<file path="src/design/circular_linked_queue_manager_defines.svh">
// Assertion macros for the circular linked queue manager.
// Included by RTL files that carry concurrent checks; no other dependency.
`ifndef CIRCULAR_LINKED_QUEUE_MANAGER_DEFINES_SVH
`define CIRCULAR_LINKED_QUEUE_MANAGER_DEFINES_SVH
`ifndef SYNTHESIS
`define CLQ_ASSERT(lbl, clk, rst_n, prop, msg) \
  lbl: assert property (@(posedge clk) disable iff (!rst_n) prop) else $error(msg);
`define CLQ_ASSERT_NEVER(lbl, clk, rst_n, cond, msg) \
  lbl: assert property (@(posedge clk) disable iff (!rst_n) !(cond)) else $error(msg);
`else
`define CLQ_ASSERT(lbl, clk, rst_n, prop, msg)
`define CLQ_ASSERT_NEVER(lbl, clk, rst_n, cond, msg)
`endif
`endif

</file>
<file path="src/design/clqm_pkg.sv">
// Shared types and codes for the circular linked queue manager.
// No dependencies.
`timescale 1ns / 1ps
`default_nettype none
package clqm_pkg;
  typedef enum logic {
    KIND_APPEND = 1'b0,
    KIND_REMOVE = 1'b1
  } kind_e;

  typedef enum logic {
    STATUS_DONE     = 1'b0,
    STATUS_REJECTED = 1'b1
  } status_e;

  localparam int unsigned QidW  = 2;
  localparam int unsigned ElemW = 6;
  localparam int unsigned CntW  = 7;

  // One classified command between front and back.
  typedef struct packed {
    kind_e              kind;
    logic [QidW-1:0]    queue_id;
    logic [ElemW-1:0]   element;
    logic               bad;      // out-of-range queue or element
  } cmd_t;

  typedef struct packed {
    status_e            status;
    logic [ElemW-1:0]   head_index;
    logic               queue_empty;
    logic [CntW-1:0]    queue_count;
  } res_t;
endpackage
`default_nettype wire

</file>
<file path="src/design/clqm_front.sv">
// Front end: accepts requests, range-checks them and queues commands.
// Depends on clqm_pkg.
`timescale 1ns / 1ps
`default_nettype none
module clqm_front #(
  parameter int unsigned NUM_ELEMENTS = 64,
  parameter int unsigned NUM_QUEUES   = 4
) (
  input  wire                         clk_i,
  input  wire                         rst_ni,
  input  wire                         push_i,
  output logic                        full_o,
  input  wire                         kind_i,
  input  wire [clqm_pkg::QidW-1:0]    queue_id_i,
  input  wire [clqm_pkg::ElemW-1:0]   element_i,
  output logic                        cmd_valid_o,
  input  wire                         cmd_take_i,
  output clqm_pkg::cmd_t              cmd_o
);
  import clqm_pkg::*;
  `include "circular_linked_queue_manager_defines.svh"

  // Two-entry command queue.
  cmd_t       mem_q [2];
  logic       wr_q, wr_d, rd_q, rd_d;
  logic [1:0] cnt_q, cnt_d;
  cmd_t       in_cmd;
  logic       do_push;

  always_comb begin
    in_cmd.kind     = kind_e'(kind_i);
    in_cmd.queue_id = queue_id_i;
    in_cmd.element  = element_i;
    in_cmd.bad      = (32'(queue_id_i) >= NUM_QUEUES) || (32'(element_i) >= NUM_ELEMENTS);
  end

  assign full_o      = cnt_q[1];
  assign do_push     = push_i && !full_o;
  assign cmd_valid_o = cnt_q != 2'd0;
  assign cmd_o       = mem_q[rd_q];

  always_comb begin
    wr_d  = wr_q ^ do_push;
    rd_d  = rd_q ^ (cmd_take_i && cmd_valid_o);
    cnt_d = cnt_q + 2'(do_push) - 2'(cmd_take_i && cmd_valid_o);
  end

  always_ff @(posedge clk_i or negedge rst_ni) begin
    if (!rst_ni) begin
      wr_q  <= 1'b0;
      rd_q  <= 1'b0;
      cnt_q <= 2'd0;
    end else begin
      wr_q  <= wr_d;
      rd_q  <= rd_d;
      cnt_q <= cnt_d;
    end
  end

  always_ff @(posedge clk_i) begin
    if (do_push) begin
      mem_q[wr_q] <= in_cmd;
    end
  end

  `CLQ_ASSERT_NEVER(a_cnt_range, clk_i, rst_ni, cnt_q == 2'd3, "command queue count overflow")
  `CLQ_ASSERT(a_take_nonempty, clk_i, rst_ni, (cnt_q == 2'd0) |=> (cnt_q != 2'd2),
              "command queue grew by two")
  `CLQ_ASSERT(a_ptr_match, clk_i, rst_ni, (cnt_q == 2'd0 || cnt_q == 2'd2) |-> (wr_q == rd_q),
              "command queue pointers disagree with count")
endmodule
`default_nettype wire

</file>
<file path="src/design/clqm_back.sv">
// Back end: runs append and remove against the link memories, one command
// at a time, and queues results. Depends on clqm_pkg.
`timescale 1ns / 1ps
`default_nettype none
module clqm_back #(
  parameter int unsigned NUM_ELEMENTS = 64,
  parameter int unsigned NUM_QUEUES   = 4
) (
  input  wire                         clk_i,
  input  wire                         rst_ni,
  input  wire                         cmd_valid_i,
  output logic                        cmd_take_o,
  input  clqm_pkg::cmd_t              cmd_i,
  output logic                        empty_o,
  input  wire                         pop_i,
  output logic                        status_o,
  output logic [clqm_pkg::ElemW-1:0]  head_index_o,
  output logic                        queue_empty_o,
  output logic [clqm_pkg::CntW-1:0]   queue_count_o
);
  import clqm_pkg::*;
  `include "circular_linked_queue_manager_defines.svh"

  localparam int unsigned AW = (NUM_ELEMENTS > 1) ? $clog2(NUM_ELEMENTS) : 1;
  localparam int unsigned QW = (NUM_QUEUES > 1) ? $clog2(NUM_QUEUES) : 1;
  localparam int unsigned WW = $clog2(NUM_ELEMENTS + 1);

  typedef enum logic [9:0] {
    ST_IDLE  = 10'b0000000001,
    ST_CLR   = 10'b0000000010,
    ST_DEC   = 10'b0000000100,
    ST_RDH   = 10'b0000001000,
    ST_APP   = 10'b0000010000,
    ST_WALK  = 10'b0000100000,
    ST_RDE   = 10'b0001000000,
    ST_UNL   = 10'b0010000000,
    ST_FIN   = 10'b0100000000,
    ST_OUT   = 10'b1000000000
  } state_e;

  state_e state_q, state_d;

  // Link memories, one write and one read port each, registered read.
  logic [AW-1:0] next_mem [NUM_ELEMENTS];
  logic [AW-1:0] prev_mem [NUM_ELEMENTS];
  logic          link_mem [NUM_ELEMENTS];
  logic          nx_we, pv_we, lk_we;
  logic [AW-1:0] nx_wa, nx_wd, pv_wa, pv_wd, lk_wa, nx_ra, pv_ra;
  logic          lk_wd;
  logic [AW-1:0] nx_rd_q, pv_rd_q;
  logic          lk_rd_q;

  logic [AW-1:0]   head_q   [NUM_QUEUES];
  logic            hval_q   [NUM_QUEUES];
  logic [CntW-1:0] count_q  [NUM_QUEUES];

  cmd_t          cmd_q;
  logic [AW-1:0] e_a, q_h, cur_q, cur_d, t_q, t_d, n_q, n_d;
  logic [WW-1:0] steps_q, steps_d;
  logic [QW-1:0] qi;
  logic          ok_q, ok_d;
  logic [AW-1:0] clr_q, clr_d;
  logic [2:0]    phase_q, phase_d;
  logic          hd_we, hd_v, cn_inc, cn_dec;
  logic [AW-1:0] hd_wd;

  // Result register.
  res_t          res_q;
  logic          res_v_q;
  logic          res_load;

  assign e_a = cmd_q.element[AW-1:0];
  assign qi  = cmd_q.queue_id[QW-1:0];
  assign q_h = head_q[qi];

  always_comb begin
    state_d  = state_q;
    cur_d    = cur_q;
    t_d      = t_q;
    n_d      = n_q;
    steps_d  = steps_q;
    ok_d     = ok_q;
    clr_d    = clr_q;
    phase_d  = phase_q;
    nx_we = 1'b0; nx_wa = e_a; nx_wd = '0;
    pv_we = 1'b0; pv_wa = e_a; pv_wd = '0;
    lk_we = 1'b0; lk_wa = e_a; lk_wd = 1'b0;
    nx_ra = e_a;  pv_ra = e_a;
    hd_we = 1'b0; hd_v = 1'b0; hd_wd = '0;
    cn_inc = 1'b0; cn_dec = 1'b0;
    cmd_take_o = 1'b0;
    res_load = 1'b0;
    case (state_q)
      ST_CLR: begin
        nx_we = 1'b1; nx_wa = clr_q;
        pv_we = 1'b1; pv_wa = clr_q;
        lk_we = 1'b1; lk_wa = clr_q;
        clr_d = clr_q + AW'(1);
        if (32'(clr_q) == NUM_ELEMENTS - 1) begin
          state_d = ST_IDLE;
        end
      end
      ST_IDLE: begin
        if (cmd_valid_i) begin
          cmd_take_o = 1'b1;
          state_d    = ST_DEC;
        end
      end
      ST_DEC: begin
        // Memory reads are issued here: next and linked at e, prev at the head.
        ok_d  = 1'b0;
        pv_ra = q_h;
        if (cmd_q.bad) begin
          state_d = ST_FIN;
        end else if (cmd_q.kind == KIND_APPEND) begin
          state_d = ST_RDH;
        end else if (!hval_q[qi]) begin
          state_d = ST_FIN;
        end else begin
          cur_d   = q_h;
          steps_d = '0;
          state_d = ST_WALK;
        end
      end
      ST_RDH: begin
        // lk_rd_q = linked[e], pv_rd_q = prev[head]
        if (lk_rd_q) begin
          state_d = ST_FIN;
        end else begin
          t_d     = pv_rd_q;
          phase_d = 3'd0;
          state_d = ST_APP;
        end
      end
      ST_APP: begin
        ok_d   = 1'b1;
        lk_we  = 1'b1; lk_wd = 1'b1;
        cn_inc = 1'b1;
        nx_we  = 1'b1; pv_we = 1'b1;
        if (!hval_q[qi]) begin
          nx_wd = e_a; pv_wd = e_a;
          hd_we = 1'b1; hd_v = 1'b1; hd_wd = e_a;
          state_d = ST_FIN;
        end else if (phase_q == 3'd0) begin
          lk_we = 1'b0; cn_inc = 1'b0;
          nx_wd = q_h; pv_wd = t_q;
          phase_d = 3'd1;
        end else begin
          nx_wa = t_q; nx_wd = e_a;
          pv_wa = q_h; pv_wd = e_a;
          state_d = ST_FIN;
        end
      end
      ST_WALK: begin
        // Compare cur; fetch next[cur], result lands next cycle.
        nx_ra = cur_q;
        if (cur_q == e_a) begin
          state_d = ST_RDE;
          phase_d = 3'd0;
        end else if (32'(steps_q) >= NUM_ELEMENTS - 1) begin
          state_d = ST_FIN;
        end else begin
          state_d = ST_RDE;
          phase_d = 3'd1;
        end
      end
      ST_RDE: begin
        // Either advance the walk (phase 1) or latch links of e (phase 0).
        if (phase_q == 3'd1) begin
          phase_d = 3'd0;
          if (nx_rd_q == q_h) begin
            state_d = ST_FIN;
          end else begin
            cur_d   = nx_rd_q;
            steps_d = steps_q + WW'(1);
            state_d = ST_WALK;
          end
        end else begin
          state_d = ST_UNL;
          phase_d = 3'd2;
        end
      end
      ST_UNL: begin
        if (phase_q == 3'd2) begin
          // Links of e were read at e during RDE.
          t_d = pv_rd_q;
          n_d = nx_rd_q;
          phase_d = 3'd3;
        end else begin
          ok_d   = 1'b1;
          cn_dec = 1'b1;
          if (phase_q == 3'd3 && n_q != e_a) begin
            nx_we = 1'b1; nx_wa = t_q; nx_wd = n_q;
            pv_we = 1'b1; pv_wa = n_q; pv_wd = t_q;
            cn_dec = 1'b0; ok_d = 1'b0;
            phase_d = 3'd4;
          end else begin
            nx_we = 1'b1; pv_we = 1'b1; lk_we = 1'b1;
            hd_we = (n_q == e_a) || (q_h == e_a);
            hd_v  = n_q != e_a;
            hd_wd = (n_q == e_a) ? '0 : n_q;
            state_d = ST_FIN;
          end
        end
      end
      ST_FIN: begin
        if (!res_v_q || pop_i) begin
          res_load = 1'b1;
          state_d  = ST_IDLE;
        end
      end
      default: state_d = ST_IDLE;
    endcase
  end

  always_ff @(posedge clk_i) begin
    if (nx_we) next_mem[nx_wa] <= nx_wd;
    if (pv_we) prev_mem[pv_wa] <= pv_wd;
    if (lk_we) link_mem[lk_wa] <= lk_wd;
    nx_rd_q <= next_mem[nx_ra];
    pv_rd_q <= prev_mem[pv_ra];
    lk_rd_q <= link_mem[e_a];
    if (cmd_take_o) cmd_q <= cmd_i;
    cur_q   <= cur_d;
    t_q     <= t_d;
    n_q     <= n_d;
    steps_q <= steps_d;
    ok_q    <= ok_d;
    if (res_load) begin
      res_q.status      <= ok_q ? STATUS_DONE : STATUS_REJECTED;
      res_q.head_index  <= (cmd_q.bad && 32'(cmd_q.queue_id) >= NUM_QUEUES) ? '0 :
                           (hval_q[qi] ? ElemW'(q_h) : '0);
      res_q.queue_empty <= (32'(cmd_q.queue_id) >= NUM_QUEUES) ? 1'b1 : !hval_q[qi];
      res_q.queue_count <= (32'(cmd_q.queue_id) >= NUM_QUEUES) ? '0 : count_q[qi];
    end
  end

  always_ff @(posedge clk_i or negedge rst_ni) begin
    if (!rst_ni) begin
      state_q <= ST_CLR;
      clr_q   <= '0;
      phase_q <= '0;
      res_v_q <= 1'b0;
      for (int i = 0; i < NUM_QUEUES; i++) begin
        head_q[i]  <= '0;
        hval_q[i]  <= 1'b0;
        count_q[i] <= '0;
      end
    end else begin
      state_q <= state_d;
      clr_q   <= clr_d;
      phase_q <= phase_d;
      if (res_load) res_v_q <= 1'b1;
      else if (pop_i) res_v_q <= 1'b0;
      if (hd_we) begin
        head_q[qi] <= hd_wd;
        hval_q[qi] <= hd_v;
      end
      if (cn_inc) count_q[qi] <= count_q[qi] + CntW'(1);
      if (cn_dec && count_q[qi] != '0) count_q[qi] <= count_q[qi] - CntW'(1);
    end
  end

  assign empty_o       = !res_v_q;
  assign status_o      = res_q.status;
  assign head_index_o  = res_q.head_index;
  assign queue_empty_o = res_q.queue_empty;
  assign queue_count_o = res_q.queue_count;

  `CLQ_ASSERT(a_onehot, clk_i, rst_ni, $onehot(state_q), "back state not one-hot")
  `CLQ_ASSERT_NEVER(a_take_busy, clk_i, rst_ni, cmd_take_o && state_q != ST_IDLE,
                    "command taken while busy")
  `CLQ_ASSERT(a_load_free, clk_i, rst_ni, res_load |-> (!res_v_q || pop_i),
              "result overwritten before transfer")
endmodule
`default_nettype wire

</file>
<file path="src/design/circular_linked_queue_manager.sv">
// Top level of the circular linked queue manager.
// Depends on clqm_pkg, clqm_front and clqm_back.
`timescale 1ns / 1ps
`default_nettype none
// The block keeps up to NUM_QUEUES circular doubly linked queues over a pool
// of NUM_ELEMENTS slots. Requests enter through a queue-style port (push,
// full) and each gives exactly one result, read through a second queue-style
// port (empty, pop). The front end range-checks requests and holds two of
// them, so a user can push while the back end works. The back end handles
// one request at a time against link memories with one write and one read
// port each and registered reads; a remove walks the queue from its head,
// element by element, until it finds the element or returns to the head.
// After reset the back end sweeps the link memories before it starts on the
// first request; requests pushed meanwhile wait in the front queue. A
// finished result sits in an output register, and the next request proceeds
// until its own result would overwrite one that has not been transferred yet.
module circular_linked_queue_manager #(
  parameter int unsigned NUM_ELEMENTS = 64,
  parameter int unsigned NUM_QUEUES   = 4
) (
  input  wire                         clk_i,
  input  wire                         rst_ni,
  input  wire                         push,
  output logic                        full,
  input  wire                         kind_i,
  input  wire [clqm_pkg::QidW-1:0]    queue_id_i,
  input  wire [clqm_pkg::ElemW-1:0]   element_i,
  output logic                        empty,
  input  wire                         pop,
  output logic                        status_o,
  output logic [clqm_pkg::ElemW-1:0]  head_index_o,
  output logic                        queue_empty_o,
  output logic [clqm_pkg::CntW-1:0]   queue_count_o
);
  import clqm_pkg::*;

  // Commands pass from front to back through the front's small queue.
  cmd_t cmd;
  logic cmd_valid;
  logic cmd_take;

  clqm_front #(
    .NUM_ELEMENTS(NUM_ELEMENTS),
    .NUM_QUEUES  (NUM_QUEUES)
  ) u_front (
    .clk_i      (clk_i),
    .rst_ni     (rst_ni),
    .push_i     (push),
    .full_o     (full),
    .kind_i     (kind_i),
    .queue_id_i (queue_id_i),
    .element_i  (element_i),
    .cmd_valid_o(cmd_valid),
    .cmd_take_i (cmd_take),
    .cmd_o      (cmd)
  );

  // The back end owns all list state and the result register.
  clqm_back #(
    .NUM_ELEMENTS(NUM_ELEMENTS),
    .NUM_QUEUES  (NUM_QUEUES)
  ) u_back (
    .clk_i        (clk_i),
    .rst_ni       (rst_ni),
    .cmd_valid_i  (cmd_valid),
    .cmd_take_o   (cmd_take),
    .cmd_i        (cmd),
    .empty_o      (empty),
    .pop_i        (pop),
    .status_o     (status_o),
    .head_index_o (head_index_o),
    .queue_empty_o(queue_empty_o),
    .queue_count_o(queue_count_o)
  );
endmodule
`default_nettype wire

</file>
<file path="config.mk">
export PLATFORM = sky130hd
export DESIGN_NAME = circular_linked_queue_manager
export DESIGN_NICKNAME = d
export VERILOG_FILES = /design/src/design/clqm_pkg.sv /design/src/design/clqm_front.sv /design/src/design/clqm_back.sv /design/src/design/circular_linked_queue_manager.sv
export VERILOG_INCLUDE_DIRS = /design/src /design/src/design
export SDC_FILE = /design/constraint.sdc
export NUM_CORES = 2
export LEC_CHECK = 0
export BUFFER_PORTS_ARGS = -buffer_cell sky130_fd_sc_hd__clkbuf_2
export CAP_MARGIN = 25
export CORE_MARGIN = 2
export CORE_UTILIZATION = 30
export DETAILED_ROUTE_END_ITERATION = 12
export GPL_ROUTABILITY_DRIVEN = 0
export PLACE_DENSITY = 0.44
export SYNTH_ARGS = -nofsm -noshare
export SYNTH_HDL_FRONTEND = slang
export SYNTH_HIERARCHICAL = 1
export SYNTH_SLANG_ARGS = --single-unit
</file>
<file path="constraint.sdc">
create_clock -name clk_i -period 7.6 [get_ports clk_i]
set_input_delay 0 -clock clk_i [delete_from_list [all_inputs] [get_ports clk_i]]
set_output_delay 0 -clock clk_i [all_outputs]
set_load 0.02 [all_outputs]
</file>
==> impl_results.md <==
* DP HPWL at 76000 um
* Worst-Margin Slew at 1.35 ns
* Worst Hold Class: in2reg
* Initial drt markers at about 2300
* Clock buffer depth at 3
* Count leader, synth: edfxtp_1
* Clock slew at reported path FFs at 0.06 ns
* Fin crit share at 69.0%
* Global-route wire length before repair at 183000 um
* Netlist cell types at 89
* Seq pwr share at 38.1%
* Syn Inst Count at about 3200
* Yosys reg bits at 993
* DR vias at 26568
* Postcts setup bufs at 0
* Power per cell area at 333 mW/mm^2
* Vias in the first global route at 26462
* Post-CTS resize count at 0
* Complex-gate fraction of the synthesized area at between 8 and 9%
* CP Class: reg2reg
* Hold-fix buffers, CTS at 21
* Top_reg_cell synth: edfxtp_1
* Die Ht at 378 um
* Final hold viol count at 0
* Num ports at 30
* MaxCap Viol Count at 0
* Post-synth top area share at approximately 64%
* IR drop worst, VDD at 0.204 mV
* CP Launch Type: register
* Adder and majority gate portion of the synthesized area at less than 1%
* Port-buffer cells at 29
* GRT Residual Overflow at 0
* Die area at roughly 0.14 mm^2
* Total Routing Usage GR at approximately 17%
* Crit path to: u_back/pv_rd_q[2]
* Syn Area/Cell at 13.1 um^2
* Leakage power at 14.9 nW
* Critical Path End Type: register
* Clock network fraction of total power at about a third
* Total Power at 16.0 mW
* Number of antenna violations at the first check in global routing at 0
* Ranking of synthesized cells by area: edfxtp_1, nand2_1, dfrtp_1, mux4_2, nor2_1
* Reg2Reg Setup Slack at about 2.4 ns
* Post-synth ARST share at 7.96%
* Max-slew violations at 0
* Via density at 5.11
* Share of cells above drive strength 1 at 12.4%
* Sw frac at around 35%
* Post-route ant nets at 0
* Final Critical Period at 5.24 ns
* R2R depth at 10
* Cell taking the most area after synthesis: edfxtp_1
* Drt pass-1 iters at 5
* Largest family of logic cells by synthesized area: simple AND/OR/NAND/NOR gates
* Syn Nets at 3218
* Root buffer cell: clkbuf_16
* ANT cells at 0
* Largest net degree at the start of global routing at 149
* Status: completed
* Final #Nets at around 3300
* CTS tree: done
* Core Region at 0.139 mm^2
* Post-Synth Simple-Gate Area at 13.6%
* Register area share after synthesis at 69.8%
* NetSw at 5.54 mW
* Setup Skew at 0.0576 ns
* Htree depth at 3
* Drt wl/cell at roughly 24 um
* Starting Density at 30.2%
* Slew headroom at 10.0%
* Final WL at 124000 um
* Post-route DRC at 0
* Die width at between 300 and 400 um
* Worst-path fanout max at 71
* CP arrival at 5.81 ns
* Top cells by count, synth: edfxtp_1, nand2_1, nor2_1
* Reg2reg end: u_back/pv_rd_q[2]
* Worst r2r src: u_back/qi[0]
* CTS buffer count at 110
* Int Power at 10.5 mW
* Setup TNS at 0 ns
* RSZ-0062 raised after global routing: false
* CTS sink cnt at between 900 and 1000
* Synth warnings at 6
* Comb power frac at 28.5%
* Area Growth Syn to Fin at 14.6%
* Worst-Skew Late Latency at between 0.7 and 0.8 ns
* Maximum clock frequency at around 190 MHz
* Row cnt at 137
* Final setup violation count at 0
* CP startpoint: u_back/qi[0]
* Post-synthesis mux area share at 5.33%
* Post-Syn Area at 0.0420 mm^2
* EDFF count, synth at about 900
* Critical Path RT at a little over 8 ns
* Post-synthesis xor/xnor area fraction at 0.960%
==> critical path: stages, from the launching register on <==
cell and delay, ns:
edfxtp_1 0.32, buf_4 0.36, mux4_2 0.73, nand4_1 0.68
nand2_4 0.65, buf_4 0.54, a211oi_1 0.40, a31oi_1 0.09
a32o_1 0.33, a2111oi_0 0.79, nand4_1 0.16
==> per-stage QoR <==
| stage | area [um^2] | util, % | instances | hold WS, ns | worst slack [ns] |
|---|---|---|---|---|---|
| floorplan | 42000 | - | 3198 | -0.296 | 2.12 |
| global placement | 44200 | 31.8 | 4968 | -0.109 | 2.33 |
| detailed placement | 44300 | 31.8 | 4972 | -0.111 | 2.17 |
| CTS | 48100 | 34.5 | 5198 | 0.00176 | 2.19 |
| global route | 48100 | 34.6 | 5201 | 0.0332 | 2.03 |
| finish | 48100 | 34.6 | 5201 | 0.0528 | 2.36 |
==> placed cells by master, fill, tap and decap left out, types with 13 or more instances in the layout <==
master         netlist  routed
nand2b_1            16      16
xnor2_1             22      22
a21oi_1            109     109
clkinv_2             0      31
a211oi_1            32      32
dfrtp_1             78      78
a32oi_1             30      30
mux2i_1             58      57
a22oi_1             30      30
o21ai_0             59      50
dfxtp_1             13      13
mux2_2              53      53
o211ai_1            15      15
edfxtp_1           901     901
clkbuf_1           122      19
nand2_1            633     631
nor3_1              30      30
a32o_1              17      17
clkbuf_2             0      28
clkinv_1             0      17
a31oi_1             72      72
nand3_1            170     170
nor2_1             265     265
buf_4                8      49
nand4_1             45      45
dlygate4sd3_1        0      21
clkbuf_16            0     112
mux4_2              45      45
xor2_1              24      24
inv_1               17      17
and3_1              39      39
and2_1              22      20
==> logic make-up after synthesis <==
group,count (synthesis)
fa+ha+maj,7
xor+xnor,46
buf+inv,203
flops,993
compound gates,489
simple gates,1299
mux,160
other cells,1
==> cell type report <==
| class | count | area (um^2) |
|---|---|---|
| fillers | 13769 | 91100 |
| clock inverters | 70 | 687 |
| clock buffers | 135 | 2930 |
| flip-flops and latches | 993 | 29300 |
| inverters | 20 | 75.1 |
| repair buffers | 105 | 807 |
| multi-input cells | 2002 | 12000 |
| well taps | 1876 | 2350 |
==> power by group through the flow <==
stage / logic [mW] / registers, mW / clock network (mW)
detailed placement: 4.57 / 6.23 / 0
CTS: 4.59 / 6.12 / 5.49
floorplan: 2.98 / 6.20 / 0
finish: 4.56 / 6.11 / 5.35
global route: 4.98 / 6.12 / 5.69
global placement: 4.58 / 6.23 / 0
==> registers in the layout (all words and copies together) (netlist names), 7 cells and up, named ones only <==
| signal | count |
|---|---|
| u_back/state_q | 9 |
| u_front/mem_q | 18 |
| u_back/next_mem | 384 |
| u_back/prev_mem | 384 |
| u_back/link_mem | 64 |
| u_back/head_q | 24 |
| u_back/queue_count_o | 7 |
| u_back/steps_q | 7 |
| u_back/count_q | 24 |
==> per-layer routing <==
metal  track usage (%)  up-vias  share of wire, %
li1                  -    12097                 -
met4              5.23        0               2.6
met2              27.3      689                46
met5                 0        -                 0
met3              2.32      176               4.4
met1              24.4    13606                47
==> worst min-delay path by stage <==
stage / startpoint / endpoint / slack, ns / depth (start not counted)
after floorplan: rst_ni / asynchronous set/reset pin / -0.30 / 0
after global routing: element_i[0] / u_front/mem_q[1][0] / 0.03 / 2
after global placement: rst_ni / u_back/count_q[12] / -0.11 / 1
after detailed placement: rst_ni / u_back/count_q[12] / -0.11 / 1
after CTS: element_i[0] / u_front/mem_q[0][0] / 0.002 / 2
final: element_i[0] / u_front/mem_q[0][0] / 0.05 / 2
Power figures use the tool's default switching activity.
